--- config.mk ---
export PLATFORM = sky130hd
export DESIGN_NAME = dbus_frame_gimbal_setpoint
export DESIGN_NICKNAME = d
export VERILOG_FILES = /design/src/dfgs_pkg.sv /design/src/dfgs_front.sv /design/src/dfgs_queue.sv /design/src/dfgs_back.sv /design/src/dbus_frame_gimbal_setpoint.sv
export SDC_FILE = /design/constraint.sdc
export NUM_CORES = 1
export LEC_CHECK = 0
export BUFFER_PORTS_ARGS = -buffer_cell sky130_fd_sc_hd__buf_2
export CAP_MARGIN = 25
export CORE_MARGIN = 1
export CORE_UTILIZATION = 45
export CTS_BUF_LIST = sky130_fd_sc_hd__clkbuf_8
export DETAILED_ROUTE_END_ITERATION = 16
export PLACE_DENSITY = 0.66
export SETUP_SLACK_MARGIN = 0.15
export SYNTH_ARGS = -nofsm -noshare
export SYNTH_HDL_FRONTEND = slang
export SYNTH_SLANG_ARGS = --single-unit
--- constraint.sdc ---
create_clock -name clk -period 20.6 [get_ports clk]
set_input_delay 2.06 -clock clk [delete_from_list [all_inputs] [get_ports clk]]
set_output_delay 2.06 -clock clk [all_outputs]
set_load 0.02 [all_outputs]
--- src/dfgs_pkg.sv ---
// shared types and codes for the receiver frame decoder
package dfgs_pkg;

  localparam int CFG_IDX_W  = 4;
  localparam int CFG_DATA_W = 16;

  localparam logic [CFG_IDX_W-1:0] CFG_SW_UP     = 4'd0;
  localparam logic [CFG_IDX_W-1:0] CFG_SW_MID    = 4'd1;
  localparam logic [CFG_IDX_W-1:0] CFG_SW_DOWN   = 4'd2;
  localparam logic [CFG_IDX_W-1:0] CFG_KEY_UP    = 4'd3;
  localparam logic [CFG_IDX_W-1:0] CFG_KEY_DOWN  = 4'd4;
  localparam logic [CFG_IDX_W-1:0] CFG_KEY_LEFT  = 4'd5;
  localparam logic [CFG_IDX_W-1:0] CFG_KEY_RIGHT = 4'd6;
  localparam logic [CFG_IDX_W-1:0] CFG_KEY_CTR   = 4'd7;

  typedef enum logic [1:0] {
    POS_UP   = 2'd0,
    POS_MID  = 2'd1,
    POS_DOWN = 2'd2,
    POS_NONE = 2'd3
  } sw_pos_t;

  localparam logic [1:0] MODE_REMOTE = 2'd0;
  localparam logic [1:0] MODE_KEY    = 2'd1;
  localparam logic [1:0] MODE_STOP   = 2'd2;

  typedef enum logic [2:0] {
    KEY_NONE  = 3'd0,
    KEY_UP    = 3'd1,
    KEY_DOWN  = 3'd2,
    KEY_LEFT  = 3'd3,
    KEY_RIGHT = 3'd4
  } key_cls_t;

  typedef struct packed {
    logic signed [10:0] d0;
    logic signed [10:0] d1;
    logic signed [10:0] d2;
    logic signed [10:0] d3;
    sw_pos_t            p1;
    sw_pos_t            p2;
    key_cls_t           key;
    logic               center_hit;
    logic               press_one;
    logic               prep;
    logic               centered;
  } item_t;

endpackage

--- src/dfgs_front.sv ---
// frame unpacking, switch and key classification, configuration registers
module dfgs_front import dfgs_pkg::*; (
  input  logic                  clk,
  input  logic                  rst,
  input  logic                  cfg_we,
  input  logic [CFG_IDX_W-1:0]  cfg_index,
  input  logic [CFG_DATA_W-1:0] cfg_data,
  input  logic [63:0]           frame_low,
  input  logic [63:0]           frame_high,
  input  logic                  preparing,
  output item_t                 item
);

  logic [1:0]  sw_up, sw_mid, sw_down;
  logic [15:0] key_up, key_down, key_left, key_right, key_ctr;

  always_ff @(posedge clk) begin
    if (rst) begin
      sw_up     <= 2'd1;
      sw_mid    <= 2'd3;
      sw_down   <= 2'd2;
      key_up    <= 16'd1;
      key_down  <= 16'd2;
      key_left  <= 16'd4;
      key_right <= 16'd8;
      key_ctr   <= 16'd64;
    end else if (cfg_we) begin
      unique case (cfg_index)
        CFG_SW_UP:     sw_up     <= cfg_data[1:0];
        CFG_SW_MID:    sw_mid    <= cfg_data[1:0];
        CFG_SW_DOWN:   sw_down   <= cfg_data[1:0];
        CFG_KEY_UP:    key_up    <= cfg_data;
        CFG_KEY_DOWN:  key_down  <= cfg_data;
        CFG_KEY_LEFT:  key_left  <= cfg_data;
        CFG_KEY_RIGHT: key_right <= cfg_data;
        CFG_KEY_CTR:   key_ctr   <= cfg_data;
        default: ;
      endcase
    end
  end

  function automatic sw_pos_t classify(input logic [1:0] s, input logic [1:0] up,
                                       input logic [1:0] mid, input logic [1:0] dn);
    sw_pos_t p;
    priority if (s == up) p = POS_UP;
    else if (s == mid)    p = POS_MID;
    else if (s == dn)     p = POS_DOWN;
    else                  p = POS_NONE;
    return p;
  endfunction

  logic [10:0] c0, c1, c2, c3;
  logic [15:0] key;

  assign c0  = frame_low[10:0];
  assign c1  = frame_low[21:11];
  assign c2  = frame_low[32:22];
  assign c3  = frame_low[43:33];
  assign key = frame_high[63:48];

  always_comb begin
    // stick minus 1024 is the code with its top bit flipped
    item.d0 = signed'({~c0[10], c0[9:0]});
    item.d1 = signed'({~c1[10], c1[9:0]});
    item.d2 = signed'({~c2[10], c2[9:0]});
    item.d3 = signed'({~c3[10], c3[9:0]});
    item.p2 = classify(frame_low[45:44], sw_up, sw_mid, sw_down);
    item.p1 = classify(frame_low[47:46], sw_up, sw_mid, sw_down);
    priority if (key == key_up) item.key = KEY_UP;
    else if (key == key_down)   item.key = KEY_DOWN;
    else if (key == key_left)   item.key = KEY_LEFT;
    else if (key == key_right)  item.key = KEY_RIGHT;
    else                        item.key = KEY_NONE;
    item.center_hit = (key == key_ctr);
    item.press_one  = (frame_high[39:32] == 8'd1);
    item.prep       = preparing;
    item.centered   = (c0 == 11'd1024) && (c1 == 11'd1024) &&
                      (c2 == 11'd1024) && (c3 == 11'd1024);
  end

endmodule

--- src/dfgs_queue.sv ---
// small fifo of classified frames between front and back
module dfgs_queue import dfgs_pkg::*; #(
  parameter int DEPTH = 2
) (
  input  logic  clk,
  input  logic  rst,
  input  logic  push,
  input  item_t push_item,
  input  logic  pop,
  output item_t pop_item,
  output logic  full,
  output logic  not_empty
);

  localparam int PTR_W = $clog2(DEPTH);
  localparam int CNT_W = $clog2(DEPTH + 1);

  item_t             mem [DEPTH];
  logic [PTR_W-1:0]  wr_ptr, rd_ptr;
  logic [CNT_W-1:0]  count;

  assign full      = (count == CNT_W'(DEPTH));
  assign not_empty = (count != '0);
  assign pop_item  = mem[rd_ptr];

  always_ff @(posedge clk) begin
    if (push) begin
      mem[wr_ptr] <= push_item;
    end
  end

  always_ff @(posedge clk) begin
    if (rst) begin
      wr_ptr <= '0;
      rd_ptr <= '0;
      count  <= '0;
    end else begin
      if (push) begin
        wr_ptr <= (wr_ptr == PTR_W'(DEPTH - 1)) ? '0 : wr_ptr + 1'b1;
      end
      if (pop) begin
        rd_ptr <= (rd_ptr == PTR_W'(DEPTH - 1)) ? '0 : rd_ptr + 1'b1;
      end
      if (push && !pop) begin
        count <= count + 1'b1;
      end else if (pop && !push) begin
        count <= count - 1'b1;
      end
    end
  end

endmodule

--- src/dfgs_back.sv ---
// mode, setpoint and command state update with the result register
module dfgs_back import dfgs_pkg::*; (
  input  logic               clk,
  input  logic               rst,
  input  logic               q_valid,
  input  item_t              q_item,
  output logic               q_pop,
  output logic               out_valid,
  input  logic               out_stall,
  output logic [1:0]         input_mode,
  output logic signed [15:0] rate_x,
  output logic signed [15:0] rate_y,
  output logic signed [14:0] horizontal_setpoint,
  output logic signed [15:0] vertical_setpoint,
  output logic [9:0]         fire_rate,
  output logic               shooter_on,
  output logic [6:0]         shooter_speed,
  output logic               laser_on,
  output logic               gear_down,
  output logic               sticks_centered
);

  function automatic logic signed [17:0] clamp(input logic signed [17:0] v,
                                               input logic signed [17:0] lo,
                                               input logic signed [17:0] hi);
    logic signed [17:0] r;
    priority if (v < lo) r = lo;
    else if (v > hi)     r = hi;
    else                 r = v;
    return r;
  endfunction

  logic               recenter;
  logic [1:0]         mode_next;
  logic               recenter_next;
  logic signed [17:0] h_base, v_base, h1, v1, h2;
  logic signed [17:0] h_next, v_next;
  logic signed [15:0] rate_x_next, rate_y_next;
  logic [9:0]         fire_next;
  logic               shoot_next, laser_next, gear_next;
  logic [6:0]         speed_next;

  assign q_pop = q_valid && (!out_valid || !out_stall);

  assign h_base = 18'(horizontal_setpoint);
  assign v_base = 18'(vertical_setpoint);

  always_comb begin
    mode_next     = (q_item.p2 != POS_NONE) ? q_item.p2 : input_mode;
    recenter_next = recenter;
    h_next        = h_base;
    v_next        = v_base;
    h1            = h_base;
    v1            = v_base;
    h2            = h_base;
    rate_x_next   = rate_x;
    rate_y_next   = rate_y;
    fire_next     = fire_rate;
    shoot_next    = shooter_on;
    speed_next    = shooter_speed;
    laser_next    = laser_on;
    gear_next     = gear_down;
    if (mode_next == MODE_REMOTE) begin
      if (!q_item.prep) begin
        rate_x_next = 16'(q_item.d0) * 16'sd22;
        rate_y_next = 16'(q_item.d1) * 16'sd22;
        h1          = h_base - 18'(q_item.d2);
        v1          = v_base - 18'(q_item.d3) * 18'sd10;
        h_next      = clamp(h1, -18'sd13000, 18'sd5000);
        v_next      = clamp(v1, -18'sd28000, 18'sd18000);
      end
      unique case (q_item.p1)
        POS_UP: begin
          fire_next = 10'd0; shoot_next = 1'b0; speed_next = 7'd0;
        end
        POS_MID: begin
          fire_next = 10'd0; shoot_next = 1'b1; speed_next = 7'd120;
        end
        POS_DOWN: begin
          fire_next = 10'd1000; shoot_next = 1'b1; speed_next = 7'd120;
        end
        default: ;
      endcase
      laser_next = 1'b1;
      gear_next  = 1'b1;
    end else if (mode_next == MODE_KEY) begin
      unique case (q_item.key)
        KEY_UP:    v1 = v_base - 18'sd590;
        KEY_DOWN:  v1 = v_base + 18'sd590;
        KEY_LEFT:  h1 = h_base + 18'sd150;
        KEY_RIGHT: h1 = h_base - 18'sd150;
        default: ;
      endcase
      recenter_next = recenter || q_item.center_hit;
      h2 = h1;
      if (recenter_next) begin
        priority if (h1 > 18'sd200) h2 = h1 - 18'sd80;
        else if (h1 < -18'sd200)    h2 = h1 + 18'sd80;
        else                        recenter_next = 1'b0;
      end
      fire_next  = q_item.press_one ? 10'd400 : 10'd0;
      shoot_next = 1'b1;
      speed_next = 7'd125;
      h_next     = clamp(h2, -18'sd13000, 18'sd5000);
      v_next     = clamp(v1, -18'sd32000, 18'sd22000);
      laser_next = 1'b1;
    end
  end

  always_ff @(posedge clk) begin
    if (rst) begin
      out_valid           <= 1'b0;
      input_mode          <= MODE_REMOTE;
      recenter            <= 1'b0;
      horizontal_setpoint <= '0;
      vertical_setpoint   <= '0;
      rate_x              <= '0;
      rate_y              <= '0;
      fire_rate           <= '0;
      shooter_on          <= 1'b0;
      shooter_speed       <= '0;
      laser_on            <= 1'b0;
      gear_down           <= 1'b0;
    end else begin
      if (q_pop) begin
        out_valid           <= 1'b1;
        input_mode          <= mode_next;
        recenter            <= recenter_next;
        horizontal_setpoint <= h_next[14:0];
        vertical_setpoint   <= v_next[15:0];
        rate_x              <= rate_x_next;
        rate_y              <= rate_y_next;
        fire_rate           <= fire_next;
        shooter_on          <= shoot_next;
        shooter_speed       <= speed_next;
        laser_on            <= laser_next;
        gear_down           <= gear_next;
      end else if (!out_stall) begin
        out_valid <= 1'b0;
      end
    end
  end

  always_ff @(posedge clk) begin
    if (q_pop) begin
      sticks_centered <= q_item.centered;
    end
  end

endmodule

--- src/dbus_frame_gimbal_setpoint.sv ---
// top level of the receiver frame decoder with gimbal setpoint keeping
// Takes one 16-byte receiver frame per transaction and returns one result per
// frame: the held mode, stick rates, horizontal and vertical setpoints in
// hundredths, shooter, laser and gear commands, and a sticks-centered flag.
// A new frame is taken every cycle while the fifo has room; an accepted frame is
// written into the fifo, and the result register is loaded when the back pops it.
// The front classifies each frame against the switch and key codes, a
// QUEUE_DEPTH-entry fifo (2 or more) holds classified frames, and the back
// applies one frame per cycle, while the result register is not stalled, to the
// held state, which is set by the combinational state update feeding the result
// register. Configuration writes (index 0 to 7, others ignored) take effect at
// once and belong in idle periods.
module dbus_frame_gimbal_setpoint import dfgs_pkg::*; #(
  parameter int QUEUE_DEPTH = 2
) (
  input  logic                  clk,
  input  logic                  rst,
  input  logic                  cfg_we,
  input  logic [CFG_IDX_W-1:0]  cfg_index,
  input  logic [CFG_DATA_W-1:0] cfg_data,
  input  logic                  in_valid,
  output logic                  in_stall,
  input  logic [63:0]           frame_low,
  input  logic [63:0]           frame_high,
  input  logic                  preparing,
  output logic                  out_valid,
  input  logic                  out_stall,
  output logic [1:0]            input_mode,
  output logic signed [15:0]    rate_x,
  output logic signed [15:0]    rate_y,
  output logic signed [14:0]    horizontal_setpoint,
  output logic signed [15:0]    vertical_setpoint,
  output logic [9:0]            fire_rate,
  output logic                  shooter_on,
  output logic [6:0]            shooter_speed,
  output logic                  laser_on,
  output logic                  gear_down,
  output logic                  sticks_centered
);

  item_t front_item, q_item;
  logic  q_full, q_valid, q_pop;

  assign in_stall = q_full;

  dfgs_front u_front (
    .clk        (clk),
    .rst        (rst),
    .cfg_we     (cfg_we),
    .cfg_index  (cfg_index),
    .cfg_data   (cfg_data),
    .frame_low  (frame_low),
    .frame_high (frame_high),
    .preparing  (preparing),
    .item       (front_item)
  );

  dfgs_queue #(.DEPTH(QUEUE_DEPTH)) u_queue (
    .clk       (clk),
    .rst       (rst),
    .push      (in_valid && !q_full),
    .push_item (front_item),
    .pop       (q_pop),
    .pop_item  (q_item),
    .full      (q_full),
    .not_empty (q_valid)
  );

  dfgs_back u_back (
    .clk                 (clk),
    .rst                 (rst),
    .q_valid             (q_valid),
    .q_item              (q_item),
    .q_pop               (q_pop),
    .out_valid           (out_valid),
    .out_stall           (out_stall),
    .input_mode          (input_mode),
    .rate_x              (rate_x),
    .rate_y              (rate_y),
    .horizontal_setpoint (horizontal_setpoint),
    .vertical_setpoint   (vertical_setpoint),
    .fire_rate           (fire_rate),
    .shooter_on          (shooter_on),
    .shooter_speed       (shooter_speed),
    .laser_on            (laser_on),
    .gear_down           (gear_down),
    .sticks_centered     (sticks_centered)
  );

endmodule

==> key figures, run 1 <==
STA
  – Slew HR: 30.69%
  – Final TNS setup: 0 ns
  – Setup-failing EPs final: 0
  – Max-slew violation count: 0
  – Tcrit/Tclk final: 34.85%
  – Final setup skew: ~0.027 ns
  – Fin worst setup slack: about 13 ns
  – Max frequency: 139.3 MHz
  – Hold Vio Cnt, Final: 0
  – RSZ-0062 raised after global routing: false
  – Slew @ Worst Pin: around 1.0 ns
  – Tmin final: 7.178 ns

Critical path
  – Critical Path Start Type: flip-flop
  – Arrival time worst endpoint: approximately 7.7 ns
  – Crit path kind: flip-flop to flip-flop
  – Element type at the critical path end: flip-flop
  – CP Max Fanout: 33
  – Critical Path RT: between 20 and 25 ns

GRT
  – Largest net degree at the start of global routing: 96
  – Initial antenna violation count: 1
  – Grt total ovfl: 0
  – Total GRT Usage: roughly 22%
  – Vias in the first global route: between 10000 and 15000
  – First-pass GRT wire length: between 70 and 80 mm

Clock network
  – H-Tree Depth: 2
  – Clock Sinks: between 200 and 300
  – # hold bufs at CTS: 0
  – Clk pin slew, worst setup/hold paths: ~0.060 ns
  – PostCTS Resize Cnt: 0
  – CTS tree: built
  – Longest Clk Path Bufs: 3
  – Postcts setup bufs: 0
  – Clock latency on the worst-skew pair: 0.59 ns
  – Clock root buffer: clkbuf_8
  – CTS buffer count: 47

Finish
  – Nets: ~2500
  – Layout area overhead: 12.19%
  – Share of layout cells above drive strength 1: 14.25%

Synthesis
  – Post-Syn Instances: 2032
  – Netlist Area Pre-Place: about 18000 um^2
  – Top cell type by total area after synthesis: edfxtp_1
  – YS warnings: 0
  – #FFs+latches synth: 273
  – Seq/Total Area, Yosys: between 30% and 40%
  – Post-synth EDFFs: about 110
  – Commonest cells in the netlist: 301 x nand2_1, 198 x a21oi_1, 162 x dfxtp_1
  – Syn Area/Cell: 8.862 um^2
  – Ys async rst share: 0%
  – Synth Flop Type: dfxtp_1
  – Post-synthesis cell type count: 84
  – Top-area cell type share of the netlist area: 18.51%
  – Area contributors post-synth: edfxtp_1 19%, dfxtp_1 18%, ha_1 9.2%
  – Count leader, synth: nand2_1

Place
  – Pre-CTS worst setup slack: roughly 13 ns
  – Detail Placement HPWL: between 30 and 40 mm
  – Routability Congestion: approximately 0.88
  – I/O Buffers: around 180

Floorplan
  – Die ar.: between 40000 and 50000 um^2
  – Die Ht: roughly 200 um
  – Initial Util: between 40 and 50%
  – Die Wd: approximately 200 um
  – Core area: ~39000 um^2
  – Row cnt: 72
  – IO Pins: between 200 and 250

Worst hold path
  – HP Class: flip-flop to flip-flop

Route
  – Detailed Routing Iterations Pass 1: 5
  – DRC violations left: 0
  – Starting DRT DRC Count: just over 900
  – Total length of routed wires: approximately 45 mm
  – Via total after detailed routing: around 15000
  – Antenna viol nets, final: 0
  – Drt via density: 5.479
  – Routed len/inst: between 15 and 20 um

Run
  – MaxCap Viol Count: 0

Power
  – Clk network pwr share: between 10% and 20%
  – Flop pwr share: between 10% and 20%
  – Power per Cell Area: 194.0 nW/um^2
  – Leak pwr: 8.469 nW
  – Psw: between 1.5 and 2 mW
  – Sw Share: just under 50%
  – Combinational power share: 67.9%
  – Internal Power: just over 2 mW
  – Maximum VDD drop: 0.1835 mV

Run status
  – Status: complete, no violations
-- layout by cell type, fill, tap and decap left out, drive strengths merged, types with 12 or more instances in the layout --
| cell | synthesis | layout |
|---|---|---|
| a211oi | 28 | 28 |
| a21o | 18 | 18 |
| a21oi | 199 | 199 |
| a31oi | 17 | 17 |
| and3 | 21 | 21 |
| buf | 24 | 190 |
| clkbuf | 74 | 56 |
| dfxtp | 162 | 162 |
| edfxtp | 111 | 111 |
| fa | 21 | 21 |
| ha | 133 | 133 |
| inv | 145 | 166 |
| mux2 | 23 | 23 |
| mux2i | 45 | 45 |
| nand2 | 302 | 302 |
| nand2b | 17 | 17 |
| nand3 | 25 | 25 |
| nand3b | 17 | 17 |
| nand4 | 24 | 24 |
| nor2 | 112 | 112 |
| nor2b | 18 | 18 |
| nor3 | 28 | 28 |
| nor4 | 26 | 26 |
| o21a | 12 | 12 |
| o21ai | 52 | 52 |
| o21bai | 22 | 22 |
| xnor2 | 124 | 124 |
| xor2 | 61 | 61 |
-- power groups by stage --
stage / Clock [mW] / Sequential (mW) / Combinational [mW]
after floorplan: 0 / 0.800 / 2.07
after CTS: 0.514 / 0.761 / 2.65
after global routing: 0.538 / 0.773 / 2.98
after global placement: 0 / 0.767 / 2.57
final: 0.499 / 0.761 / 2.66
after detailed placement: 0 / 0.772 / 2.63
-- stage by stage --
| stage | hold WS, ns | area (um^2) | utilization, % | cells | total power, mW |
|---|---|---|---|---|---|
| after floorplan | 0.4481 | 18030 | - | 2038 | 2.867 |
| after global placement | 0.4387 | 19230 | 49.18 | 2648 | 3.338 |
| after detailed placement | 0.4424 | 19230 | 49.18 | 2648 | 3.403 |
| after CTS | 0.4501 | 20200 | 51.66 | 2736 | 3.927 |
| after global routing | 0.4719 | 20200 | 51.67 | 2737 | 4.291 |
| final | 0.4476 | 20200 | 51.67 | 2737 | 3.919 |
-- cell type report --
cell class | instances | area [um^2]
sequential | 273 | 6580
tap | 518 | 648.1
timing repair buffer | 190 | 983.4
antenna | 1 | 2.502
clock buffer | 56 | 770.7
multi-input combinational | 1522 | 10470
fill | 3708 | 18900
clock inverter | 32 | 198.9
inverter | 145 | 544.3
-- sequential cells by signal (all words and copies together), names as in the netlist, 3 cells and up, named ones only --
signal                      cells
u_back.rate_y                  15
u_front.key_down               16
u_front.key_ctr                16
u_queue.mem                   110
u_front.key_left               16
u_back.vertical_setpoint       15
u_front.key_up                 16
u_back.fire_rate                3
u_front.key_right              16
u_back.horizontal_setpoint     15
u_back.rate_x                  15
-- metal layers --
| layer | share of wire, % | up-vias | GRT usage, % |
|---|---|---|---|
| met2 | 48 | 346 | 38.06 |
| met3 | 4.3 | 74 | 3.047 |
| met1 | 45 | 7127 | 28.75 |
| li1 | - | 7449 | - |
| met4 | 2.4 | 0 | 6.926 |
| met5 | 0 | - | 0 |
-- critical path, stage by stage (launching register included) --
cell and delay [ns]:
dfxtp_4 0.62, buf_4 0.56, mux2i_1 0.68, nand3_2 0.42, inv_2 0.36, ha_1 0.36, a21oi_1 0.23, o21ai_0 0.17
a221oi_1 0.47, xnor2_1 0.19, mux2i_1 0.24, nor4_2 0.62, a21oi_1 0.30, nor2_1 0.40, xnor2_1 0.14, o311a_1 0.32
o211ai_1 0.52, nand4_1 0.21, a311oi_1 0.28
-- cell families after synthesis --
family | Yosys count | share of synthesized area [%]
buffers and inverters | 243 | 5.559
DFF | 273 | 36.52
xor gates and xnor gates | 185 | 8.998
adders and majority gates | 154 | 11.58
and+or+nand+nor | 644 | 16.81
other | 1 | 0.02082
AOI/OAI and AO/OA | 464 | 16.48
muxes | 68 | 4.030
-- final timing paths --
path / slack (ns) / cells after the start / to / start
worst max register to register: 13.42 / 18 / u_back.horizontal_setpoint[13] / flip-flop
worst min-delay path: 0.45 / 2 / u_back.rate_y[13] / u_back.rate_y[13]
worst min register to register: 0.45 / 2 / u_back.rate_y[13] / u_back.rate_y[13]
worst max-delay path: 13.42 / 18 / u_back.horizontal_setpoint[13] / flip-flop
Note: power is estimated with default switching activity, not from simulation.
==> inputs of run 2 (changes only) <==
==> constraint.sdc (replaced) <==
create_clock -name clk -period 7 [get_ports clk]
set_input_delay 0.7 -clock clk [delete_from_list [all_inputs] [get_ports clk]]
set_output_delay 0.7 -clock clk [all_outputs]
set_load 0.02 [all_outputs]
==> run 2 against run 1 <==
  * Flip-flop and latch count stayed put
  * Routed wire length decreased by 1.1%
  * Count of clock-buffer cells in the layout shrank 2
  * Non-clock buffer count increased by 1
  * Largest power group unchanged
==> key figures, run 2 (same netlist as run 1, synthesis figures left out) <==
Place
  – I/O Buffers: 178 (unchanged)
  – Detail Placement HPWL: 33.60 mm (-1.0%)
  – Routability Congestion: 0.8705 (-1.0%)
  – DP Cell Count: 2649 (+0.038%)

Power
  – Leak pwr: 8.428 nW (-0.49%)
  – Sw Share: 48.67% (+0.19 points)
  – Maximum VDD drop: 0.4428 mV (+140%)
  – Internal Power: 5.838 mW (+190%)
  – Clk network pwr share: 11.9% (-0.8 points)
  – Flop pwr share: 19.5% (about the same)
  – Combinational power share: 68.6% (+0.7 points)
  – Power per Cell Area: 565.3 nW/um^2 (+190%)
  – Psw: 5.535 mW (+190%)

Critical path
  – Critical Path Start Type: flip-flop
  – Critical Path RT: 7.42 ns (-13.67 ns)
  – R2R Setup Slk: 0.61 ns (-12.81 ns)
  – R2r worst-path depth: 17 (-1)
  – Element type at the critical path end: flip-flop
  – Crit path kind: flip-flop to flip-flop
  – Arrival time worst endpoint: 6.81 ns (-0.86 ns)
  – CP Max Fanout: 11 (-67%)
  – RR Endpoint: u_back.vertical_setpoint[13]

Finish
  – Nets: 2487 (unchanged)
  – Max reg flops: 110 (unchanged)
  – Most frequent cells in the layout: 301 x nand2_1, 197 x a21oi_1, 177 x buf_2
  – Share of layout cells above drive strength 1: 13.94% (-0.31 points)
  – Reg with most FFs: u_queue.mem
  – Commonest non-fill, non-tap cell in the layout: nand2_1
  – Layout area overhead: 11.71%
  – Post-layout util: 51.45% (-0.22 points)
  – Antenna fix cells: 0 (-1)
  – Non-Filler Instances: 2735 (-0.073%)

STA
  – Setup-failing EPs final: 0 (unchanged)
  – Final setup skew: 0.02710 ns (-0.0003370 ns)
  – Final TNS setup: 0 ns (unchanged)
  – Tcrit/Tclk final: 91.24% (+56 points)
  – Slew @ Worst Pin: 0.9782 ns (-0.06147 ns)
  – RSZ-0062 raised after global routing: false
  – Hold Vio Cnt, Final: 0 (unchanged)
  – Max frequency: 156.6 MHz (+12%)
  – Tmin final: 6.387 ns (-0.7919 ns)
  – Slew HR: 34.79% (+4.1 points)
  – Max-slew violation count: 0 (unchanged)

Clock network
  – Clock Sinks: 273 (unchanged)
  – Clk pin slew, worst setup/hold paths: 0.07 ns (about the same)
  – Clock root buffer: clkbuf_8
  – CTS tree: built
  – # hold bufs at CTS: 0 (unchanged)
  – CTS buffer count: 46 (-2.1%)
  – PostCTS Resize Cnt: 0 (unchanged)
  – Longest Clk Path Bufs: 3 (unchanged)
  – Clock latency on the worst-skew pair: 0.58 ns (about the same)
  – H-Tree Depth: 2 (unchanged)
  – Postcts setup bufs: 0 (unchanged)

Run status
  – Status: complete, no violations

Route
  – Antenna viol nets, final: 0 (unchanged)
  – Total length of routed wires: 44.90 mm (-1.1%)
  – Detailed Routing Iterations Pass 1: 5 (unchanged)
  – DRC violations left: 0 (unchanged)
  – Starting DRT DRC Count: 788 (-14%)
  – Drt via density: 5.463 (-0.29%)
  – Via total after detailed routing: 14940 (-0.36%)
  – Routed len/inst: 16.41 um (-1.1%)

Worst hold path
  – Hold Startpoint: preparing
  – Cells on Worst Hold Path: 1 (-1)
  – HP Class: input pin to flip-flop
  – Hold endpoint: u_queue.mem[0][1]

Floorplan
  – Row cnt: 72 (unchanged)
  – Die Ht: 202.0 um (unchanged)
  – Die Wd: 202.0 um (unchanged)
  – Initial Util: 46.06% (unchanged)
  – Core area: 39100 um^2 (unchanged)
  – Die ar.: 40820 um^2 (unchanged)
  – IO Pins: 242 (unchanged)

GRT
  – Largest net degree at the start of global routing: 90 (-6.3%)
  – Grt total ovfl: 0 (unchanged)
  – Vias in the first global route: 14560 (-1.4%)
  – Total GRT Usage: 21.98% (-0.20 points)
  – First-pass GRT wire length: 72.75 mm (-1.5%)
  – Initial antenna violation count: 0 (-1)

Run
  – MaxCap Viol Count: 0 (unchanged)
## run 2: worst max path at each step
stage,from,end
after floorplan,flip-flop,u_back.vertical_setpoint[8]
after global placement,flip-flop,u_back.vertical_setpoint[13]
after detailed placement,flip-flop,u_back.vertical_setpoint[13]
final,flip-flop,u_back.vertical_setpoint[13]
after CTS,flip-flop,u_back.vertical_setpoint[13]
after global routing,flip-flop,u_back.vertical_setpoint[13]
## run 2: area by class of cell
cell class	instances	area [um^2]
Multi-Input combinational cell	1522	10470
Fill cell	3750	18980
Inverter	145	544.3
Timing Repair Buffer	191	991.0
Tap cell	518	648.1
Sequential cell	273	6580
Clock buffer	54	743.2
Clock inverter	32	136.4
## run 2: stage by stage
step	cell area [um^2]	worst slack, ns	hold WS [ns]	total power, mW
2_1_floorplan	18030	0.3410	0.4481	8.438
3_3_place_gp	19240	0.8823	0.4389	9.843
3_5_place_dp	19240	0.7267	0.4421	9.996
4_1_cts	20120	0.7390	0.2734	11.41
5_1_grt	20120	0.1526	0.2870	12.50
6_report	20120	0.6135	0.3188	11.37
## run 2: power groups by stage
stage,combinational (mW),clock (mW),sequential (mW)
final,7.80,1.35,2.22
after global routing,8.78,1.46,2.26
after CTS,7.80,1.39,2.22
after detailed placement,7.74,0,2.25
after global placement,7.60,0,2.24
after floorplan,6.08,0,2.35
## run 2: critical path, cell delays in order (launching register included)
cell,delay [ns]
dfxtp_4,0.45
mux2i_1,0.64
nand2_1,0.54
inv_1,0.34
ha_1,0.29
a21o_1,0.17
a21oi_1,0.21
o21bai_1,0.12
a2111oi_0,0.66
o31ai_1,0.31
a311o_1,0.46
a2111oi_0,0.43
nand3b_1,0.24
o31ai_1,0.11
a21oi_1,0.60
nor2_1,0.23
a221oi_1,0.36
nor3_1,0.09
## run 2: per-layer routing
layer  vias up  wire length [um]  global-route usage (%)
met5         -                 0                       0
met4         0              1115                   6.872
met3        73              2016                   3.257
met2       342             21410                   37.84
met1      7070             20360                   28.26
li1       7457                 -                       -
